--- src/rtl/core/id3fs_pkg.sv ---
// -----------------------------------------------------------------------------
// ID3v2 frame scanner package
// Shared types, character bounds and helper functions for the frame scanner.
// -----------------------------------------------------------------------------
package id3fs_pkg;

   // Scanner phase.
   typedef enum logic [1:0] {
      PH_SCAN    = 2'd0,
      PH_FLAGS   = 2'd1,
      PH_PAYLOAD = 2'd2
   } phase_type;

   localparam int unsigned WIN_DEPTH   = 8;
   localparam int unsigned ID_BYTES    = 4;
   localparam int unsigned SIZE_W      = 28;
   localparam int unsigned ID_W        = 32;
   localparam int unsigned FILL_W      = 4;
   localparam int unsigned FLAG_W      = 2;
   localparam int unsigned TDATA_OUT_W = 72;

   localparam logic [7:0] CHAR_UPPER_A = 8'h41;
   localparam logic [7:0] CHAR_UPPER_Z = 8'h5A;
   localparam logic [7:0] CHAR_DIGIT_0 = 8'h30;
   localparam logic [7:0] CHAR_DIGIT_9 = 8'h39;

   localparam logic [FILL_W-1:0] FILL_FULL   = FILL_W'(WIN_DEPTH);
   localparam logic [FLAG_W-1:0] FLAG_BYTES  = 2'd2;

   typedef logic [7:0] byte_type;
   typedef byte_type   window_type [WIN_DEPTH];

   // An identifier character is an uppercase letter or a decimal digit.
   function automatic logic is_id_char(input byte_type c);
      return ((c >= CHAR_UPPER_A) && (c <= CHAR_UPPER_Z)) ||
             ((c >= CHAR_DIGIT_0) && (c <= CHAR_DIGIT_9));
   endfunction

   // Syncsafe size: seven bits from each of the last four window bytes.
   function automatic logic [SIZE_W-1:0] syncsafe_size(input window_type w);
      return {w[4][6:0], w[5][6:0], w[6][6:0], w[7][6:0]};
   endfunction

   function automatic logic [ID_W-1:0] window_id(input window_type w);
      return {w[0], w[1], w[2], w[3]};
   endfunction

endpackage

--- src/rtl/core/id3v2_frame_scanner_top.sv ---
// -----------------------------------------------------------------------------
// ID3v2 frame scanner
// Finds ID3v2 frame headers in a byte stream and forwards their payload bytes.
// -----------------------------------------------------------------------------
//
// Channel  Direction  tdata                               tuser / tlast
// req_     in         [7:0] data byte                     tlast: end of tag
// rsp_     out        [31:0] frame id, [59:32] frame      tuser[0]: kind,
//                     size, [67:60] payload byte          tuser[1]: truncated;
//                                                         tlast: last of frame
//
// One input beat is taken per clock cycle while the result register is free or
// being drained. The result of a beat, if it has one, appears in the result
// register in the cycle after acceptance; the window compare and the payload
// counter sit between the state registers and that result register.
// Reset is synchronous and active high; it empties the window and returns the
// scanner to its search phase. A stalled result register holds off input
// beats only while it is full and not being taken.
//
// The eight-byte window shifts only while searching. Once a header is found it
// keeps the header bytes, so frame id and size are reported on every payload
// beat of that frame. Two flag bytes are skipped after a header, then the
// payload bytes are forwarded with the final one marked. The end of the tag
// always returns the scanner to searching with an empty window.
module id3v2_frame_scanner_top (
   input  logic        clock,
   input  logic        reset,

   input  logic        req_tvalid,
   output logic        req_tready,
   input  logic [7:0]  req_tdata,   // [7:0] data_byte
   input  logic        req_tlast,   // end_of_tag

   output logic        rsp_tvalid,
   input  logic        rsp_tready,
   output logic [71:0] rsp_tdata,   // [31:0] frame_id, [59:32] frame_len,
                                    // [67:60] payload_byte, [71:68] zero
   output logic [1:0]  rsp_tuser,   // [0] kind, [1] truncated
   output logic        rsp_tlast    // last_of_frame
);

   // --------------------------------------------------------------------------
   // State registers
   // --------------------------------------------------------------------------
   id3fs_pkg::phase_type               phase_ff, phase_in;
   id3fs_pkg::window_type              win_ff, win_in;
   logic [id3fs_pkg::FILL_W-1:0]       fill_ff, fill_in;
   logic [id3fs_pkg::FLAG_W-1:0]       flags_ff, flags_in;
   logic [id3fs_pkg::SIZE_W-1:0]       left_ff, left_in;

   // Result register
   logic                               rsp_valid_ff;
   logic                               kind_ff, kind_in;
   logic [id3fs_pkg::ID_W-1:0]         id_ff, id_in;
   logic [id3fs_pkg::SIZE_W-1:0]       size_ff, size_in;
   logic [7:0]                         pbyte_ff, pbyte_in;
   logic                               last_ff, last_in;
   logic                               trunc_ff, trunc_in;

   logic                               emit;
   logic                               req_fire;

   // Search- and payload-phase helpers
   id3fs_pkg::window_type              win_shift;
   logic [id3fs_pkg::SIZE_W-1:0]       shift_size;
   logic [id3fs_pkg::SIZE_W-1:0]       left_dec;
   logic                               header_match;
   logic                               cut;
   logic                               done;

   // The result register frees up when it is empty or being drained.
   assign req_tready = !rsp_valid_ff || rsp_tready;
   assign req_fire   = req_tvalid && req_tready;

   always_comb begin
      for (int i = 0; i < int'(id3fs_pkg::WIN_DEPTH) - 1; i++) begin
         win_shift[i] = win_ff[i+1];
      end
      win_shift[id3fs_pkg::WIN_DEPTH-1] = req_tdata;
      shift_size = id3fs_pkg::syncsafe_size(win_shift);
      left_dec   = left_ff - 1'b1;
      header_match = (fill_ff >= id3fs_pkg::FILL_FULL - 1'b1);
      for (int i = 0; i < int'(id3fs_pkg::ID_BYTES); i++) begin
         if (!id3fs_pkg::is_id_char(win_shift[i])) begin
            header_match = 1'b0;
         end
      end
      for (int i = int'(id3fs_pkg::ID_BYTES); i < int'(id3fs_pkg::WIN_DEPTH); i++) begin
         if (win_shift[i][7]) begin
            header_match = 1'b0;
         end
      end
      cut  = req_tlast && (shift_size != '0);
      done = (left_dec == '0);
   end

   // --------------------------------------------------------------------------
   // Next state and result
   // --------------------------------------------------------------------------
   always_comb begin
      phase_in = phase_ff;
      win_in   = win_ff;
      fill_in  = fill_ff;
      flags_in = flags_ff;
      left_in  = left_ff;
      emit     = 1'b0;
      kind_in  = 1'b0;
      id_in    = id3fs_pkg::window_id(win_ff);
      size_in  = id3fs_pkg::syncsafe_size(win_ff);
      pbyte_in = '0;
      last_in  = 1'b0;
      trunc_in = 1'b0;

      unique case (phase_ff)
         id3fs_pkg::PH_FLAGS: begin
            if (flags_ff > 2'd1) begin
               flags_in = flags_ff - 1'b1;
            end else begin
               flags_in = '0;
               phase_in = (left_ff == '0) ? id3fs_pkg::PH_SCAN : id3fs_pkg::PH_PAYLOAD;
            end
            // Tag ended before any payload of a non-empty frame: marker beat.
            if (req_tlast && (left_ff != '0)) begin
               emit     = 1'b1;
               last_in  = 1'b1;
               trunc_in = 1'b1;
            end
            if ((phase_in == id3fs_pkg::PH_SCAN) || req_tlast) begin
               phase_in = id3fs_pkg::PH_SCAN;
               fill_in  = '0;
               flags_in = '0;
               left_in  = '0;
            end
         end
         id3fs_pkg::PH_PAYLOAD: begin
            left_in  = left_dec;
            emit     = 1'b1;
            kind_in  = 1'b1;
            pbyte_in = req_tdata;
            last_in  = done || req_tlast;
            trunc_in = req_tlast && !done;
            if (done || req_tlast) begin
               phase_in = id3fs_pkg::PH_SCAN;
               fill_in  = '0;
               flags_in = '0;
               left_in  = '0;
            end
         end
         default: begin
            // Searching; an unused phase code behaves the same way.
            win_in   = win_shift;
            phase_in = id3fs_pkg::PH_SCAN;
            if (fill_ff < id3fs_pkg::FILL_FULL) begin
               fill_in = fill_ff + 1'b1;
            end
            id_in   = id3fs_pkg::window_id(win_shift);
            size_in = shift_size;
            if (header_match) begin
               emit     = 1'b1;
               last_in  = (shift_size == '0) || cut;
               trunc_in = cut;
               phase_in = id3fs_pkg::PH_FLAGS;
               flags_in = id3fs_pkg::FLAG_BYTES;
               left_in  = shift_size;
            end
            if (req_tlast) begin
               phase_in = id3fs_pkg::PH_SCAN;
               fill_in  = '0;
               flags_in = '0;
               left_in  = '0;
            end
         end
      endcase
   end

   always_ff @(posedge clock) begin
      if (reset) begin
         phase_ff <= id3fs_pkg::PH_SCAN;
         fill_ff  <= '0;
         flags_ff <= '0;
         left_ff  <= '0;
      end else if (req_fire) begin
         phase_ff <= phase_in;
         fill_ff  <= fill_in;
         flags_ff <= flags_in;
         left_ff  <= left_in;
      end
   end

   // The window needs no reset: a header needs eight fresh bytes, and the
   // fields taken from it are only reported after such a header.
   always_ff @(posedge clock) begin
      if (req_fire) begin
         win_ff <= win_in;
      end
   end

   always_ff @(posedge clock) begin
      if (reset) begin
         rsp_valid_ff <= 1'b0;
      end else if (req_fire) begin
         rsp_valid_ff <= emit;
      end else if (rsp_tready) begin
         rsp_valid_ff <= 1'b0;
      end
   end

   always_ff @(posedge clock) begin
      if (req_fire && emit) begin
         kind_ff  <= kind_in;
         id_ff    <= id_in;
         size_ff  <= size_in;
         pbyte_ff <= pbyte_in;
         last_ff  <= last_in;
         trunc_ff <= trunc_in;
      end
   end

   assign rsp_tvalid = rsp_valid_ff;
   assign rsp_tdata  = {4'b0000, pbyte_ff, size_ff, id_ff};
   assign rsp_tuser  = {trunc_ff, kind_ff};
   assign rsp_tlast  = last_ff;

   // --------------------------------------------------------------------------
   // Assertions
   // --------------------------------------------------------------------------
   a_flags_count: assert property (@(posedge clock) disable iff (reset)
      (phase_ff == id3fs_pkg::PH_FLAGS) |-> (flags_ff != '0))
      else $error("flag phase with no flag bytes left");

   a_payload_count: assert property (@(posedge clock) disable iff (reset)
      (phase_ff == id3fs_pkg::PH_PAYLOAD) |-> (left_ff != '0))
      else $error("payload phase with no payload left");

   a_fill_bound: assert property (@(posedge clock) disable iff (reset)
      fill_ff <= id3fs_pkg::FILL_FULL)
      else $error("window fill beyond depth");

   a_payload_beat: assert property (@(posedge clock) disable iff (reset)
      (req_fire && (phase_ff == id3fs_pkg::PH_PAYLOAD)) |=> (rsp_valid_ff && kind_ff))
      else $error("payload byte accepted without a payload result");

   a_trunc_last: assert property (@(posedge clock) disable iff (reset)
      (rsp_valid_ff && trunc_ff) |-> last_ff)
      else $error("truncated result not marked as last of frame");

endmodule

--- config.mk ---
export PLATFORM = sky130hd
export DESIGN_NAME = id3v2_frame_scanner_top
export DESIGN_NICKNAME = d
export VERILOG_FILES = /design/src/rtl/core/id3fs_pkg.sv /design/src/rtl/core/id3v2_frame_scanner_top.sv
export SDC_FILE = /design/constraint.sdc
export NUM_CORES = 1
export LEC_CHECK = 0
export ABC_AREA = 0
export BUFFER_PORTS_ARGS = -buffer_cell sky130_fd_sc_hd__buf_2
export CAP_MARGIN = 30
export CORE_UTILIZATION = 55
export CTS_CLUSTER_SIZE = 20
export DETAILED_ROUTE_END_ITERATION = 16
export GPL_TIMING_DRIVEN = 0
export PLACE_DENSITY = 0.76
export SLEW_MARGIN = 25
export SYNTH_ARGS = -nofsm -noshare
export SYNTH_HDL_FRONTEND = slang
export SYNTH_SLANG_ARGS = --single-unit
--- constraint.sdc ---
create_clock -name clock -period 4.9 [get_ports clock]
set_input_delay 0.49 -clock clock [delete_from_list [all_inputs] [get_ports clock]]
set_output_delay 0.49 -clock clock [all_outputs]
set_load 0.01 [all_outputs]
==> flow_summary.json <==
{
  "grt_pass1_vias": 5912,
  "relSlewSlack_pct": 35.6,
  "fin_cells": 957,
  "worst_setup_hold_path_clk_slew_ns": 0.06,
  "route.detailed.drc": 0,
  "peakVddDrop_v": 0.000272,
  "worstPathRequired_ns": 5.23,
  "gp_congestion": 0.951,
  "rsz0062_at_grt": "false",
  "synth_warnings": 0,
  "synth_xor_area_share_pct": 0.782,
  "finClkSkew_ns": 0.0132,
  "period_minus_slack_ns": 4.06,
  "area_growth_pct": 16.4,
  "cts_htree_levels": 4,
  "critPathArrivalTime_ns": 4.39,
  "yosys-mux-area-fraction_pct": 7.31,
  "status": "finished, final reports clean",
  "vias": 6128,
  "cts_tree": "done",
  "worstMarginPinSlew_ns": 0.957,
  "cap_violations": 0,
  "synth_top_flop_cell": "edfxtp_1",
  "finalCritPeriodShare_pct": 82.8,
  "die_y_um": 121,
  "die_area_um2": 14700,
  "drtIter0Drc": 707,
  "cts_buffers": 17,
  "antenna_cells": 0,
  "core_region_area_um2": 13900,
  "hold_violations": 0,
  "end_kind": "flop",
  "dieWidth_um": 121,
  "grt_antenna_before_repair": 0,
  "met3_usage_pct": 7.14,
  "wirelength_mm": 20.8,
  "final_antenna_net_count": 0,
  "vias_per_cell": 6.40,
  "p_clk_share_pct": 40.0,
  "ioPinCount": 90,
  "synth_top_family_by_area": "simple AND/OR/NAND/NOR gates",
  "met1_usage_pct": 38.9,
  "postCtsResizedCells": 0,
  "p_per_area_nw_per_um2": 353,
  "crit_path_max_fanout": 10,
  "dr.pass1.iters": 5,
  "layout.nets": 782,
  "stdcell_area_um2": 9130,
  "post_cts_buffers": 0,
  "drv_slew": 0,
  "synth_edf_count": 135,
  "clockBufferDepth": 2,
  "seqPwrFrac_pct": 51.6,
  "grt_max_degree": 56,
  "place_inst": 924,
  "holdPathStages": 1,
  "hp-class": "primary input to flop",
  "ys_ff_latch": 172,
  "synth_compound_gate_area_share_pct": 12.0,
  "initial_utilization_pct": 56.5,
  "grtUsageTotal_pct": 29.4,
  "synthCells": 654,
  "synth-simple-area-share_pct": 14.4,
  "syn_area_um2": 7840,
  "switchingPower_w": 0.000804,
  "clock_latency_ns": 0.44,
  "fill_cells": 1075,
  "cts-hold-fix-buffers": 0,
  "power.internal_w": 0.00242,
  "seq_area_frac_synth_pct": 61.1,
  "synthArstFlopShare_pct": 0,
  "ys_types": 66,
  "placed_area_um2": 8560,
  "finalSetupViolations": 0,
  "met2_usage_pct": 46.0,
  "cts_sinks": 172,
  "numPortBuffers": 85,
  "dp_hpwl_mm": 14.5,
  "rows": 43,
  "grt_pass1_wl_mm": 32.0,
  "grt.overflow.total": 0,
  "pwr-share-comb_pct": 8.4,
  "path_class": "flop to flop",
  "synth-adder-area-share_pct": 0.798,
  "wl_per_cell_um": 21.8,
  "switching_share_pct": 24.9,
  "reg2reg_depth": 11,
  "drive_gt1_share_pct": 24.6,
  "p_leak_nw": 3.29,
  "root_buffer": "clkbuf_16",
  "busiest_layer": "met2",
  "max_freq_mhz": 247,
  "startpoint_type": "flop",
  "avgSynthCellArea_um2": 12.0
}
==> area by class of cell <==
class	count	area [um2]	share of cell area, %
Clock inverter	15	140	1.54
Sequential cell	172	4790	52.5
Tap cell	180	225	2.47
Clock buffer	17	425	4.66
Inverter	26	100	1.10
Timing Repair Buffer	88	478	5.24
Multi-Input combinational cell	421	2790	30.5
Buffer	38	178	1.95
==> final timing paths <==
path / start / end / slack [ns]
setup reg to reg: left_ff[0] / left_ff[11] / 0.84
hold / removal: req_tdata[7] / win_ff[7] / 0.27
setup / recovery: left_ff[0] / left_ff[11] / 0.84
hold reg to reg: win_ff[7] / win_ff[15] / 0.46
==> worst max-delay path, cell delays in order, from the launching register on <==
cell,delay (ns)
dfxtp_1,0.35
inv_1,0.13
ha_1,0.27
nor3b_2,0.57
nand4_1,0.39
nor4_1,0.38
xor2_1,0.41
nor4_4,0.13
nor2_1,0.58
buf_2,0.39
a22oi_1,0.18
o32ai_1,0.18
==> metal layers <==
| metal | up-vias | part of all wire [%] |
|---|---|---|
| li1 | 2720 | - |
| met1 | 2983 | 41 |
| met2 | 368 | 47 |
| met3 | 57 | 8.8 |
| met4 | 0 | 3.4 |
| met5 | - | 0 |
==> synth_stat cells (6+ instances only) <==
| library cell | n | share of area (%) |
|---|---|---|
| and2_1 | 11 | 0.88 |
| nand3_1 | 17 | 1.1 |
| o32ai_1 | 8 | 0.89 |
| o22ai_1 | 12 | 0.96 |
| edfxtp_1 | 135 | 52 |
| nand2b_1 | 8 | 0.64 |
| a21oi_1 | 37 | 2.4 |
| buf_4 | 6 | 0.57 |
| a22oi_1 | 7 | 0.67 |
| o21ai_0 | 39 | 2.5 |
| nor4_1 | 21 | 1.7 |
| nand4_1 | 6 | 0.48 |
| dfxtp_1 | 37 | 9.4 |
| nand2_1 | 45 | 2.2 |
| nor3_1 | 26 | 1.7 |
| nor2_1 | 33 | 1.6 |
| and3_1 | 9 | 0.72 |
| or4_1 | 6 | 0.57 |
| clkbuf_1 | 24 | 1.1 |
| mux2_2 | 50 | 7.2 |
| inv_1 | 26 | 1.2 |
==> power by group through the flow <==
| stage | Sequential [W] | Clock, W | Combinational [W] |
|---|---|---|---|
| after floorplan | 0.00167 | 0 | 0.000190 |
| after detailed placement | 0.00169 | 0 | 0.000262 |
| after global placement | 0.00169 | 0 | 0.000254 |
| after CTS | 0.00166 | 0.00130 | 0.000265 |
| final | 0.00166 | 0.00129 | 0.000273 |
| after global routing | 0.00167 | 0.00136 | 0.000295 |
==> cell usage in the layout (no fill, tap or decap), types with 6 or more instances in the layout <==
master,count
edfxtp_1,135
buf_2,88
mux2_2,50
nand2_1,45
o21ai_0,39
a21oi_1,37
dfxtp_1,37
nor2_1,33
nor3_1,26
inv_1,25
clkbuf_1,24
nor4_1,21
nand3_1,17
clkbuf_16,17
o22ai_1,12
and2_1,11
nand2b_1,8
and3_1,8
o32ai_1,8
a22oi_1,7
or4_1,6
nand4_1,6
buf_4,6
==> state kept, by name (all words and copies together), names as in the netlist <==
name / count
win_ff: 43
id_ff: 32
rsp_tlast: 1
rsp_tvalid: 1
flags_ff: 2
pbyte_ff: 8
trunc_ff: 1
left_ff: 28
fill_ff: 4
phase_ff: 2
size_ff: 28
kind_ff: 1
shift_size: 21
==> stage by stage <==
step	power (W)	hold slack (ns)	worst slack [ns]	utilization, %	TNS (ns)
after floorplan	0.00186	0.417	1.01	-	0
after global placement	0.00195	0.427	-0.179	61.3	-12.14
after detailed placement	0.00196	0.444	1.02	61.7	0
after CTS	0.00323	0.261	0.979	65.7	0
after global routing	0.00332	0.258	0.654	65.8	0
final	0.00323	0.269	0.845	65.8	0
==> logic make-up after synthesis <==
kind of cell	Yosys count
simple gates	209
flops	172
compound gates	145
buf+inv	64
mux	51
xor+xnor	7
fa+ha+maj	5
other cells	1
Note: power is estimated with default switching activity, not from simulation.
